--- src/sv/shape_overlap_tester_assert.svh ---
// Assertion macros used by the shape overlap tester RTL.
`ifndef SHAPE_OVERLAP_TESTER_ASSERT_SVH
`define SHAPE_OVERLAP_TESTER_ASSERT_SVH

`ifndef SYNTHESIS

// Same-cycle implication, checked outside reset.
`define SOT_ASSERT_NOW(label, clk, rst_n, ante, cons) \
    label: assert property (@(posedge clk) disable iff (!(rst_n)) (ante) |-> (cons)) \
        else $error("shape_overlap_tester assertion failed");

// Next-cycle implication, checked outside reset.
`define SOT_ASSERT_NEXT(label, clk, rst_n, ante, cons) \
    label: assert property (@(posedge clk) disable iff (!(rst_n)) (ante) |=> (cons)) \
        else $error("shape_overlap_tester assertion failed");

`else

`define SOT_ASSERT_NOW(label, clk, rst_n, ante, cons)
`define SOT_ASSERT_NEXT(label, clk, rst_n, ante, cons)

`endif

`endif

--- src/sv/sot_pkg.sv ---
// Types and constants of the shape overlap tester.
package sot_pkg;

    // Coordinate width and the widths derived from it.
    localparam int COORD_BITS = 32;
    localparam int SIZE_BITS  = COORD_BITS - 1;
    localparam int SUM_BITS   = COORD_BITS + 1;
    localparam int DIFF_BITS  = SUM_BITS + 1;
    localparam int MAG_BITS   = COORD_BITS + 1;
    localparam int SQ_BITS    = 2 * MAG_BITS;
    localparam int DIST_BITS  = SQ_BITS + 1;
    localparam int RSQ_BITS   = 2 * COORD_BITS;
    localparam int OP_BITS    = 3;

    // Operation codes.
    typedef enum logic [OP_BITS-1:0] {
        OP_RECT_RECT     = 3'd0,
        OP_CIRCLE_CIRCLE = 3'd1,
        OP_RECT_CIRCLE   = 3'd2,
        OP_POINT_RECT    = 3'd3,
        OP_POINT_CIRCLE  = 3'd4
    } t_op;

    // One input item.
    typedef struct packed {
        logic [OP_BITS-1:0]          operation;
        logic signed [COORD_BITS-1:0] a_x;
        logic signed [COORD_BITS-1:0] a_y;
        logic [SIZE_BITS-1:0]         a_width;
        logic [SIZE_BITS-1:0]         a_height;
        logic [SIZE_BITS-1:0]         a_radius;
        logic signed [COORD_BITS-1:0] b_x;
        logic signed [COORD_BITS-1:0] b_y;
        logic [SIZE_BITS-1:0]         b_width;
        logic [SIZE_BITS-1:0]         b_height;
        logic [SIZE_BITS-1:0]         b_radius;
    } t_in_item;

    // One result item.
    typedef struct packed {
        logic overlap;
        logic bad_operation;
    } t_out_item;

    // Hand-over from the edge stages to the distance stages.
    typedef struct packed {
        logic                       need_dist;
        logic                       rect_hit;
        logic                       bad;
        logic signed [SUM_BITS-1:0] p_x;
        logic signed [SUM_BITS-1:0] q_x;
        logic signed [SUM_BITS-1:0] p_y;
        logic signed [SUM_BITS-1:0] q_y;
        logic [COORD_BITS-1:0]      radius;
    } t_front;

endpackage

--- src/sv/sot_if.sv ---


interface sot_result_if;
    import sot_pkg::*;

    logic      valid;
    logic      ready;
    t_out_item data;

    modport source (output valid, output data, input ready);
    modport sink   (input valid, input data, output ready);
endinterface

--- src/sv/sot_skid.sv ---
// Two-entry output buffer that registers the ready path back into the pipeline.
module sot_skid (
    input  logic               i_clk,
    input  logic               i_rst_n,
    input  logic               i_valid,
    input  sot_pkg::t_out_item i_data,
    output logic               o_ready,
    sot_result_if.source       o_out
);
    import sot_pkg::*;

    logic      r_out_valid;
    t_out_item r_out_data;
    logic      r_skid_valid;
    t_out_item r_skid_data;

    assign o_ready     = !r_skid_valid;
    assign o_out.valid = r_out_valid;
    assign o_out.data  = r_out_data;

    // The output register refills from the skid entry first, else from the pipeline.
    always_ff @(posedge i_clk) begin
        if (!i_rst_n) begin
            r_out_valid  <= 1'b0;
            r_skid_valid <= 1'b0;
        end else if (o_out.ready || !r_out_valid) begin
            if (r_skid_valid) begin
                r_out_valid  <= 1'b1;
                r_out_data   <= r_skid_data;
                r_skid_valid <= 1'b0;
            end else begin
                r_out_valid <= i_valid;
                r_out_data  <= i_data;
            end
        end else if (i_valid && !r_skid_valid) begin
            r_skid_valid <= 1'b1;
            r_skid_data  <= i_data;
        end
    end
endmodule

--- src/flat_wrapper.sv ---
// flat-port wrapper written by rule: the top's interface ports become plain ports
module sot_skid_flat import sot_pkg::*;
  (i_clk, i_rst_n, i_valid, i_data, o_ready, o_out_valid, o_out_data, o_out_ready);
  sot_result_if o_out_i ();
  input  logic i_clk;
  input  logic i_rst_n;
  input  logic i_valid;
  input  sot_pkg::t_out_item i_data;
  output logic o_ready;
  output wire logic [$bits(o_out_i.valid)-1:0] o_out_valid;
  output wire logic [$bits(o_out_i.data)-1:0] o_out_data;
  input wire logic [$bits(o_out_i.ready)-1:0] o_out_ready;
  assign o_out_valid = o_out_i.valid;
  assign o_out_data = o_out_i.data;
  assign o_out_i.ready = o_out_ready;
  sot_skid u_core (.i_clk(i_clk), .i_rst_n(i_rst_n), .i_valid(i_valid), .i_data(i_data), .o_ready(o_ready), .o_out(o_out_i));
endmodule
--- config.mk ---
export PLATFORM = sky130hd
export DESIGN_NAME = sot_skid_flat
export DESIGN_NICKNAME = d
export VERILOG_FILES = /design/src/sv/shape_overlap_tester_assert.svh /design/src/sv/sot_pkg.sv /design/src/sv/sot_if.sv /design/src/sv/sot_skid.sv /design/src/flat_wrapper.sv
export SDC_FILE = /design/constraint.sdc
export NUM_CORES = 1
export LEC_CHECK = 0
export BUFFER_PORTS_ARGS = -buffer_cell sky130_fd_sc_hd__buf_2
export CAP_MARGIN = 20
export CORE_AREA = 2 2 39 41
export CTS_CLUSTER_DIAMETER = 200
export DETAILED_ROUTE_END_ITERATION = 6
export DIE_AREA = 0 0 41 43
export GPL_ROUTABILITY_DRIVEN = 0
export SKIP_LAST_GASP = 1
export SLEW_MARGIN = 20
export SYNTH_ARGS = -nofsm -noshare
export SYNTH_HDL_FRONTEND = slang
export SYNTH_SLANG_ARGS = --single-unit
export TNS_END_PERCENT = 1
--- constraint.sdc ---
create_clock -name i_clk -period 1 [get_ports i_clk]
set_input_delay 0 -clock i_clk [delete_from_list [all_inputs] [get_ports i_clk]]
set_output_delay 0 -clock i_clk [all_outputs]
set_load 0.05 [all_outputs]
==> key figures <==
Critical path
  • CP arrival: approximately 0.95 ns
  • Worst Setup End Kind: flip-flop
  • Crit-path max FO: 2
  • R2R depth: 3
  • Worst r2r src: u_core.o_out.valid
  • Startpoint types: flip-flop
  • Worst path required time: 0.94 ns
  • Reg-to-Reg End: u_core.o_out.data[0]
  • Crit Path Class: reg -> reg
  • R2r setup slk: -0.009 ns

Pwr
  • Switching share of power: 0.235
  • Pwr Density: 1600 mW/mm^2
  • Static Leakage: about 0.15 nW
  • Total power: 0.604 mW
  • Sequential power share: 0.462
  • Internal: 0.462 mW
  • Comb pwr share: 0.141
  • Max rail drop VDD: roughly 0.59 mV
  • Net switching power: ~0.14 mW
  • Clock network power share: 0.396

Outcome
  • Status: finished with violations
  • Failing checks: negative setup slack

Run
  • Maxcap violations: 0

Clocking
  • Clk Latency, worst-skew pair: between 0.2 and 0.25 ns
  • H-tree depth: 1
  • Root Buffer: clkbuf_4
  • CTS Buffer Depth: 2
  • Clk slew on worst S/H paths: roughly 0.050 ns
  • CTS tree: built
  • Clock sinks: 6
  • CTS Buf Count: 3

Cells and area
  • Fillers: between 150 and 200
  • Layout cells sized above 1: 0.529
  • Core occupancy in the finished layout: 0.272
  • Area delta synth->final: 64.5%
  • Total Nets Final: between 40 and 50
  • Non-Filler Instances: 50
  • Antenna diode count: 0

Timing
  • Layout Skew: 0.00702 ns
  • Worst relative slew slack: 0.834
  • Setup ws final: -0.00879 ns
  • Max Clock Freq: 991 MHz
  • Crit path time final: slightly above 1 ns
  • Final hold vios: 0
  • Unrepaired setup endpoints after global routing: yes
  • Fin. max-slew vios: 0
  • Slew at the pin with the worst max-slew slack: around 0.25 ns
  • TNS Setup: -0.0209 ns
  • Tcrit/Tclk final: 1.01
  • Final setup vio count: 3

Synth
  • Yosys cell types: 10
  • Mapped Cells: 16
  • Synth Area in XOR/XNOR: 0
  • Syn_nets: 22
  • Synthesized area per cell: 14.3 sq um
  • FF+latch count, synth: 6
  • Yosys warns: 0
  • Post-Synth Simple-Gate Area: 0.153
  • Seq/Total Area, Yosys: 0.699
  • Largest family of logic cells by synthesized area: simple AND/OR/NAND/NOR gates
  • Mux share of post-synthesis cell area: 0.0984
  • Cell taking the most area after synthesis: edfxtp_1
  • Ranking of synthesized cells by area: edfxtp_1 (52%), dfxtp_1 (17%), mux2_2 (9.8%), a21boi_0 (3.3%), nand3b_1 (3.3%)
  • Yosys top cell area share: 0.525
  • Adder-cell share of the synthesized area: 0
  • Compound-Gate Fraction of Synth Area: 0.0328
  • Mapped cell area: 229 sq um

Die
  • Die area: 0.00176 sq mm
  • Initial Utilization: 0.165
  • Die H: roughly 43 um
  • Die width: between 40 and 50 um
  • Core Box Area: between 0.001 and 0.0015 sq mm
  • Rows: 14
  • I/O pin cnt: 10

Routing
  • Number of nets with antenna violations after routing: 0
  • Total Wirelength: 446 um
  • DRC Markers: 0
  • Vias/cell: about 3.7
  • WL/cell: 8.92 um
  • 1st-pass router iterations: 2
  • Via count: around 180
  • DR iter-0 viols: 1

Global route
  • Vias in the first global route: 180
  • Remaining global-route overflow: 0
  • Total global-route track usage: 0.0627
  • Largest net degree at the start of global routing: 5
  • First-pass GRT wire length: slightly below 700 um
  • Initial antenna violation count: 0

Worst hold path
  • HP Start: i_rst_n
  • Hold path depth: 2
  • Hold EP: u_core.o_out.valid
  • Min-delay worst type: in -> reg

Placed design
  • Port buffer count: 9
  • Placed cell count: 43
[sequential cells by signal, summed over array words and instances, names as in the netlist]
register / flops
u_core.o_out.data: 2
u_core.r_skid_data: 2
u_core.o_out.valid: 1
u_core.r_skid_valid: 1
[power groups by stage]
stage	sequential [mW]	combinational, mW	clock, mW
floorplan	0.313	0.0189	0
global placement	0.284	0.0758	0
detailed placement	0.284	0.0760	0
CTS	0.279	0.0855	0.253
global route	0.280	0.0922	0.258
finish	0.279	0.0854	0.239
[worst max path at each step]
| stage | depth (start not counted) | startpoint | end | slack, ns |
|---|---|---|---|---|
| 2_1_floorplan | 2 | u_core.o_out.valid | u_core.r_skid_data[0] | -0.06 |
| 3_3_place_gp | 1 | u_core.r_skid_valid | u_core.o_out.data[1] | 0.0007 |
| 3_5_place_dp | 3 | u_core.o_out.valid | u_core.o_out.data[0] | -0.0009 |
| 4_1_cts | 3 | u_core.o_out.valid | u_core.o_out.data[0] | -0.01 |
| 5_1_grt | 2 | u_core.o_out.valid | u_core.r_skid_data[1] | -0.05 |
| 6_report | 3 | u_core.o_out.valid | u_core.o_out.data[0] | -0.009 |
[cells by family (layout without fill, tap and decap cells)]
logic type             Yosys count  in the layout
AND/OR/NAND/NOR                  6              6
flip-flops                       6              6
AO/OA/AOI/OAI                    1              1
buffers and inverters            1             19
multiplexers                     2              2
[routing by layer]
layer,global-route usage,vias to the layer above,wire (um)
met4,0.0200,0,0
met5,0,-,0
met1,0.0691,79,231
met3,0.0628,0,52
met2,0.0813,10,163
li1,-,95,-
[cells in the mapped netlist]
| cell | n |
|---|---|
| edfxtp_1 | 4 |
| dfxtp_1 | 2 |
| nand2b_1 | 1 |
| and2_1 | 1 |
| nor2_1 | 2 |
| inv_1 | 1 |
| a21boi_0 | 1 |
| mux2_2 | 2 |
| nor3b_1 | 1 |
| nand3b_1 | 1 |
[critical path: stages, from the launching register on]
cell and delay, ns:
dfxtp_4 0.33, buf_4 0.13, nand2b_1 0.07, and2_1 0.18
[timing repair]
action / CTS / global route
setup buffers: 0 / 0
hold buffers: 3 / 0
resized for setup: 1 / 0
endpoints found under the hold margin: 3 / 0
cloned: 0 / 0
setup endpoints to repair: 4 / 7
[layout by cell type (no fill, tap or decap)]
| master | n |
|---|---|
| a21boi_0 | 1 |
| and2_1 | 1 |
| buf_2 | 8 |
| buf_4 | 3 |
| clkbuf_1 | 1 |
| clkbuf_4 | 3 |
| dfxtp_1 | 1 |
| dfxtp_4 | 1 |
| dlygate4sd3_1 | 3 |
| edfxtp_1 | 4 |
| inv_1 | 1 |
| mux2_2 | 2 |
| nand2b_1 | 1 |
| nand3b_1 | 1 |
| nor2_1 | 2 |
| nor3b_2 | 1 |
[stage by stage]
step | cell area, sq um | hold slack [ns] | setup WS [ns]
final | 377 | 0.0216 | -0.00879
after global routing | 377 | 0.0336 | -0.0476
after CTS | 377 | 0.0134 | -0.0136
after detailed placement | 318 | 0.203 | -0.000855
after global placement | 318 | 0.204 | 0.000656
after floorplan | 238 | 0.0989 | -0.0599
[layout make-up]
class | instances | area, sq um | area share
inverters | 1 | 3.75 | 0.00997
clock buffers | 4 | 26.3 | 0.0698
repair buffers | 14 | 92.6 | 0.246
well taps | 16 | 20.0 | 0.0532
flip-flops and latches | 6 | 164 | 0.435
multi-input cells | 9 | 70.1 | 0.186
Power figures use the tool's default switching activity.
