[config.mk]
export PLATFORM = sky130hd
export DESIGN_NAME = sot_edge
export DESIGN_NICKNAME = d
export VERILOG_FILES = /design/src/sv/shape_overlap_tester_assert.svh /design/src/sv/sot_pkg.sv /design/src/sv/sot_edge.sv
export SDC_FILE = /design/constraint.sdc
export NUM_CORES = 1
export LEC_CHECK = 0
export BUFFER_PORTS_ARGS = -buffer_cell sky130_fd_sc_hd__buf_2
export CAP_MARGIN = 20
export CORE_UTILIZATION = 43
export CTS_CLUSTER_SIZE = 8
export DETAILED_ROUTE_END_ITERATION = 8
export PLACE_DENSITY = 0.59
export SETUP_SLACK_MARGIN = 0.15
export SLEW_MARGIN = 20
export SYNTH_ARGS = -nofsm -noshare
export SYNTH_HDL_FRONTEND = slang
export SYNTH_SLANG_ARGS = --single-unit
[constraint.sdc]
create_clock -name i_clk -period 4.9 [get_ports i_clk]
set_input_delay 0.98 -clock i_clk [delete_from_list [all_inputs] [get_ports i_clk]]
set_output_delay 0.98 -clock i_clk [all_outputs]
set_load 0.03 [all_outputs]
[src/sv/shape_overlap_tester_assert.svh]
// Assertion macros used by the shape overlap tester RTL.
`ifndef SHAPE_OVERLAP_TESTER_ASSERT_SVH
`define SHAPE_OVERLAP_TESTER_ASSERT_SVH

`ifndef SYNTHESIS

// Same-cycle implication, checked outside reset.
`define SOT_ASSERT_NOW(label, clk, rst_n, ante, cons) \
    label: assert property (@(posedge clk) disable iff (!(rst_n)) (ante) |-> (cons)) \
        else $error("shape_overlap_tester assertion failed");

// Next-cycle implication, checked outside reset.
`define SOT_ASSERT_NEXT(label, clk, rst_n, ante, cons) \
    label: assert property (@(posedge clk) disable iff (!(rst_n)) (ante) |=> (cons)) \
        else $error("shape_overlap_tester assertion failed");

`else

`define SOT_ASSERT_NOW(label, clk, rst_n, ante, cons)
`define SOT_ASSERT_NEXT(label, clk, rst_n, ante, cons)

`endif

`endif

[src/sv/sot_pkg.sv]
// Types and constants of the shape overlap tester.
package sot_pkg;

    // Coordinate width and the widths derived from it.
    localparam int COORD_BITS = 32;
    localparam int SIZE_BITS  = COORD_BITS - 1;
    localparam int SUM_BITS   = COORD_BITS + 1;
    localparam int DIFF_BITS  = SUM_BITS + 1;
    localparam int MAG_BITS   = COORD_BITS + 1;
    localparam int SQ_BITS    = 2 * MAG_BITS;
    localparam int DIST_BITS  = SQ_BITS + 1;
    localparam int RSQ_BITS   = 2 * COORD_BITS;
    localparam int OP_BITS    = 3;

    // Operation codes.
    typedef enum logic [OP_BITS-1:0] {
        OP_RECT_RECT     = 3'd0,
        OP_CIRCLE_CIRCLE = 3'd1,
        OP_RECT_CIRCLE   = 3'd2,
        OP_POINT_RECT    = 3'd3,
        OP_POINT_CIRCLE  = 3'd4
    } t_op;

    // One input item.
    typedef struct packed {
        logic [OP_BITS-1:0]          operation;
        logic signed [COORD_BITS-1:0] a_x;
        logic signed [COORD_BITS-1:0] a_y;
        logic [SIZE_BITS-1:0]         a_width;
        logic [SIZE_BITS-1:0]         a_height;
        logic [SIZE_BITS-1:0]         a_radius;
        logic signed [COORD_BITS-1:0] b_x;
        logic signed [COORD_BITS-1:0] b_y;
        logic [SIZE_BITS-1:0]         b_width;
        logic [SIZE_BITS-1:0]         b_height;
        logic [SIZE_BITS-1:0]         b_radius;
    } t_in_item;

    // One result item.
    typedef struct packed {
        logic overlap;
        logic bad_operation;
    } t_out_item;

    // Hand-over from the edge stages to the distance stages.
    typedef struct packed {
        logic                       need_dist;
        logic                       rect_hit;
        logic                       bad;
        logic signed [SUM_BITS-1:0] p_x;
        logic signed [SUM_BITS-1:0] q_x;
        logic signed [SUM_BITS-1:0] p_y;
        logic signed [SUM_BITS-1:0] q_y;
        logic [COORD_BITS-1:0]      radius;
    } t_front;

endpackage

[src/sv/sot_edge.sv]
// Edge stages: rectangle edges, edge comparisons, clamping and operand choice.
module sot_edge (
    input  logic            i_clk,
    input  logic            i_rst_n,
    input  logic            i_en,
    input  logic            i_valid,
    input  sot_pkg::t_in_item i_item,
    output logic            o_valid,
    output sot_pkg::t_front o_front
);
    import sot_pkg::*;

    // Stage one registers: edges at one bit of headroom.
    logic                       r1_valid;
    logic [OP_BITS-1:0]         r1_op;
    logic signed [SUM_BITS-1:0] r1_a_l, r1_a_r, r1_a_t, r1_a_b;
    logic signed [SUM_BITS-1:0] r1_b_l, r1_b_r, r1_b_t, r1_b_b;
    logic [COORD_BITS-1:0]      r1_rsum;
    logic [SIZE_BITS-1:0]       r1_ar, r1_br;

    logic signed [SUM_BITS-1:0] n1_a_l, n1_a_t, n1_b_l, n1_b_t;
    logic signed [SUM_BITS-1:0] n1_a_w, n1_a_h, n1_b_w, n1_b_h;

    // Stage two registers.
    logic   r2_valid;
    t_front r2_front;
    t_front n2_front;

    logic rr_hit, pr_hit;
    logic signed [SUM_BITS-1:0] cx, cy;

    // Sign-extend the corners and zero-extend the sizes.
    assign n1_a_l = {i_item.a_x[COORD_BITS-1], i_item.a_x};
    assign n1_a_t = {i_item.a_y[COORD_BITS-1], i_item.a_y};
    assign n1_b_l = {i_item.b_x[COORD_BITS-1], i_item.b_x};
    assign n1_b_t = {i_item.b_y[COORD_BITS-1], i_item.b_y};
    assign n1_a_w = {2'b00, i_item.a_width};
    assign n1_a_h = {2'b00, i_item.a_height};
    assign n1_b_w = {2'b00, i_item.b_width};
    assign n1_b_h = {2'b00, i_item.b_height};

    // Stage one: right and bottom edges, and the radius sum.
    always_ff @(posedge i_clk) begin
        if (!i_rst_n) begin
            r1_valid <= 1'b0;
        end else if (i_en) begin
            r1_valid <= i_valid;
        end
        if (i_en) begin
            r1_op   <= i_item.operation;
            r1_a_l  <= n1_a_l;
            r1_a_t  <= n1_a_t;
            r1_b_l  <= n1_b_l;
            r1_b_t  <= n1_b_t;
            r1_a_r  <= n1_a_l + n1_a_w;
            r1_a_b  <= n1_a_t + n1_a_h;
            r1_b_r  <= n1_b_l + n1_b_w;
            r1_b_b  <= n1_b_t + n1_b_h;
            r1_rsum <= {1'b0, i_item.a_radius} + {1'b0, i_item.b_radius};
            r1_ar   <= i_item.a_radius;
            r1_br   <= i_item.b_radius;
        end
    end

    // Strict rectangle test, and the half-open point test.
    assign rr_hit = (r1_a_l < r1_b_r) && (r1_a_r > r1_b_l) &&
                    (r1_a_t < r1_b_b) && (r1_a_b > r1_b_t);
    assign pr_hit = (r1_b_l >= r1_a_l) && (r1_b_t >= r1_a_t) &&
                    (r1_b_l < r1_a_r) && (r1_b_t < r1_a_b);

    // Clamp the circle centre to the rectangle.
    always_comb begin
        if (r1_b_l < r1_a_l) begin
            cx = r1_a_l;
        end else if (r1_b_l > r1_a_r) begin
            cx = r1_a_r;
        end else begin
            cx = r1_b_l;
        end
        if (r1_b_t < r1_a_t) begin
            cy = r1_a_t;
        end else if (r1_b_t > r1_a_b) begin
            cy = r1_a_b;
        end else begin
            cy = r1_b_t;
        end
    end

    // Pick the points whose distance is measured, and the radius.
    always_comb begin
        n2_front           = '0;
        n2_front.p_x       = r1_a_l;
        n2_front.q_x       = r1_b_l;
        n2_front.p_y       = r1_a_t;
        n2_front.q_y       = r1_b_t;
        case (t_op'(r1_op))
            OP_RECT_RECT: begin
                n2_front.rect_hit = rr_hit;
            end
            OP_CIRCLE_CIRCLE: begin
                n2_front.need_dist = 1'b1;
                n2_front.radius    = r1_rsum;
            end
            OP_RECT_CIRCLE: begin
                n2_front.need_dist = 1'b1;
                n2_front.p_x       = cx;
                n2_front.p_y       = cy;
                n2_front.radius    = COORD_BITS'(r1_br);
            end
            OP_POINT_RECT: begin
                n2_front.rect_hit = pr_hit;
            end
            OP_POINT_CIRCLE: begin
                n2_front.need_dist = 1'b1;
                n2_front.p_x       = r1_b_l;
                n2_front.q_x       = r1_a_l;
                n2_front.p_y       = r1_b_t;
                n2_front.q_y       = r1_a_t;
                n2_front.radius    = COORD_BITS'(r1_ar);
            end
            default: begin
                n2_front.bad = 1'b1;
            end
        endcase
    end

    // Stage two register.
    always_ff @(posedge i_clk) begin
        if (!i_rst_n) begin
            r2_valid <= 1'b0;
        end else if (i_en) begin
            r2_valid <= r1_valid;
        end
        if (i_en) begin
            r2_front <= n2_front;
        end
    end

    assign o_valid = r2_valid;
    assign o_front = r2_front;
endmodule

==> metrics.txt <==
worst min path class=reg2reg; Worst slew margin=0.3081; Post-CTS Hold Buffers=0; nets=3896; post-CTS setup buffer count=0; Max H-tree Level=3; maximum VDD drop=0.2455 mV; Post-Syn Nets=3371; Reg power frac=0.434; footprint of the multi-input gates=13910 um^2; leakage power=16.26 nW; Die Width=269.8 um; gate count after technology mapping=2696; status=complete, no violations; Power Total=13.53 mW; Critical Path, Cell by Cell=ha_1 -> nand4_1 -> nor4_2 -> o311ai_0 -> a31oi_1 -> o41a_1 -> o21ai_2 -> buf_4 -> a221o_1; ratio of cells with drive above 1 in the final layout=0.1932; pwr/cell area=370.3 nW/um^2; cts bufs inserted=75; crit start category=register; total length of routed wires=91880 um; DR iter-0 viols=1923; clk buf depth=3; row cnt=97; worst path arrival time=4.93 ns; Die Area=72800 um^2; highest clock rate=217.8 MHz; CTS sink count=524; Final ANT Viol Nets=0; GRT Overall Usage=0.2486; Detail Placement HPWL=71640 um; CP Class=reg2reg; #FFs+latches synth=524; Area contributors post-synth=edfxtp_1, ha_1, inv_1, a21o_1, o21ai_0; Overflow after GRT=0; filler instances=6217; switching share of total power=0.2951; TritonRoute pass-1 iters=6; Chip Height=269.8 um; final worst path period need=4.592 ns; Post-synth EDFFs=522; synthesis-to-finish area growth=18.45%; Via density=5.636; Worst-Skew Late Latency=0.61 ns; Yosys cell types=71; Switch Pwr=3.993 mW; CP Capture Type=register; Synth area leader=edfxtp_1; top cell type's share of synthesized area=0.5082; register area=15720 um^2; vias in the first global route=23640; Gate power share=0.222; core area=70510 um^2; clock power share=0.344; Starting Density=0.4374; first-pass GRT wire length=138700 um; Worst Clk Skew=0.02423 ns; Max Cap Violations=0; clock-pin slew on the worst setup and hold paths=0.05 ns; Worst path slowest cell=nor4_2; Sum Neg Setup Slack=0 ns; Slew @ Worst Pin=1.038 ns; Synth Flop Type=edfxtp_1; internal power=9.536 mW; Via Count=23550; Syn Std Cell Area=30840 um^2; largest net degree at the start of global routing=118; post-synthesis sequential area ratio=0.5095; CTS tree=done; Synth warnings=0; Crit path max-delay family=compound AO/OA/AOI/OAI gates; root buffer cell=clkbuf_16; GPL Wtd Cong=0.9323; worst-path fanout max=17; part of the cycle the worst path needs=0.9372; CP max stage delay=0.68 ns; residual DRC count=0; Max Slew Vio Count=0; Avg WL per Cell=21.99 um; asr flop ratio synth=0; I/O Buffers=488; RSZ-0062 raised after global routing=false; CP required=5.24 ns; Ports=489; Buf+Inv Stages, Crit Path=1; final hold violation count=0; Setup violations, final=0; initial antenna violation count=17; Avg Inst Size Synth=11.44 um^2
cell families after synthesis:
logic type / count (synthesis) / share of synthesized area
adders and majority gates: 354 / 0.1448
xor gates and xnor gates: 131 / 0.03720
and+or+nand+nor: 562 / 0.09148
buffers and inverters: 332 / 0.04105
AOI/OAI and AO/OA: 787 / 0.1740
muxes: 6 / 0.001947
DFF: 524 / 0.5095
metrics by stage:
step	utilization	hold WS, ns	worst slack (ns)	instances	instance area, um^2
final	0.5181	0.5176	0.3078	4179	36540
after global routing	0.5181	0.5285	0.3000	4178	36530
after CTS	0.5179	0.5146	0.3045	4175	36520
after detailed placement	0.4892	0.5169	-0.1312	4084	34500
after global placement	0.4892	0.4964	-0.02004	4084	34500
after floorplan	-	0.4824	1.444	2696	30840
layout by cell type, fill, tap and decap left out, drive strengths merged, types with 7 or more instances in the layout:
cell     instances
inv            267
o211ai          19
nand4           49
xor2            33
a31oi           16
a211o           10
nor3            22
a221oi          10
o221ai           7
o21ai          187
a21o           122
buf            515
or3             14
and3            72
clkbuf          86
nand3           31
a211oi          30
ha             349
o21a            31
xnor2           98
nand2b          36
edfxtp         522
nor2            95
a2111oi         11
nor2b           36
nand2          170
a221o           66
nor4             8
a21oi          170
a22oi           35
o21bai          28
state kept, by name, summed over array words and instances, names as in the netlist, 32 cells and up:
name / count
r1_a_b: 33
r1_b_r: 33
r1_rsum: 32
r1_b_b: 33
r1_b_t: 32
r1_a_r: 33
r1_a_t: 32
r1_b_l: 32
o_front: 165
r1_a_l: 32
per-layer routing:
layer | global-route usage | wire length (um)
met5 | 0 | 141
met4 | 0.07984 | 2872
met3 | 0.06099 | 6753
met2 | 0.4061 | 42810
met1 | 0.3234 | 39300
what timing repair did:
| item | 4_1_cts | 5_1_grt |
|---|---|---|
| pin swaps | 0 | 0 |
| gates resized for setup | 1 | 1 |
| setup endpoints to repair | 17 | 16 |
synthesized netlist by cell type (28+ instances only):
master / n
ha_1: 349
nor2b_1: 36
nand4_1: 49
xnor2_1: 98
a21oi_1: 170
xor2_1: 33
o21a_1: 31
a21o_1: 122
edfxtp_1: 522
nor2_1: 95
o21ai_0: 182
nand3_1: 31
o21bai_1: 28
a221o_1: 66
clkbuf_1: 54
a22oi_1: 35
nand2_1: 169
nand2b_1: 36
and3_1: 72
a211oi_1: 29
inv_1: 265
worst paths after layout:
| path | start | to | slack, ns | depth (start not counted) |
|---|---|---|---|---|
| setup reg to reg | r1_b_l[31] | o_front[134] | 0.31 | 9 |
| hold reg to reg | o_valid | o_valid | 0.52 | 2 |
| setup / recovery | r1_b_l[31] | o_front[134] | 0.31 | 9 |
| hold / removal | o_valid | o_valid | 0.52 | 2 |
power by group through the flow:
stage               Clock, mW  Sequential, mW  Combinational, mW
CTS                      4.77            5.86               3.01
floorplan                   0            6.09               1.72
finish                   4.66            5.87               3.01
global route             4.92            5.91               3.33
detailed placement          0            5.94               2.99
global placement            0            5.94               2.94
tightest hold or removal path, stage by stage (launching register included):
cell     delay [ns]
dfxtp_1        0.32
mux2i_1        0.06
nor2b_1        0.10
area by class of cell:
type / instances / area share
flip-flops and latches: 524 / 0.4301
multi-input cells: 1840 / 0.3806
repair buffers: 515 / 0.07438
clock buffers: 86 / 0.05336
well taps: 940 / 0.03219
inverters: 265 / 0.02723
clock inverters: 5 / 0.001815
diodes: 4 / 0.0002740
Power figures use the tool's default switching activity.
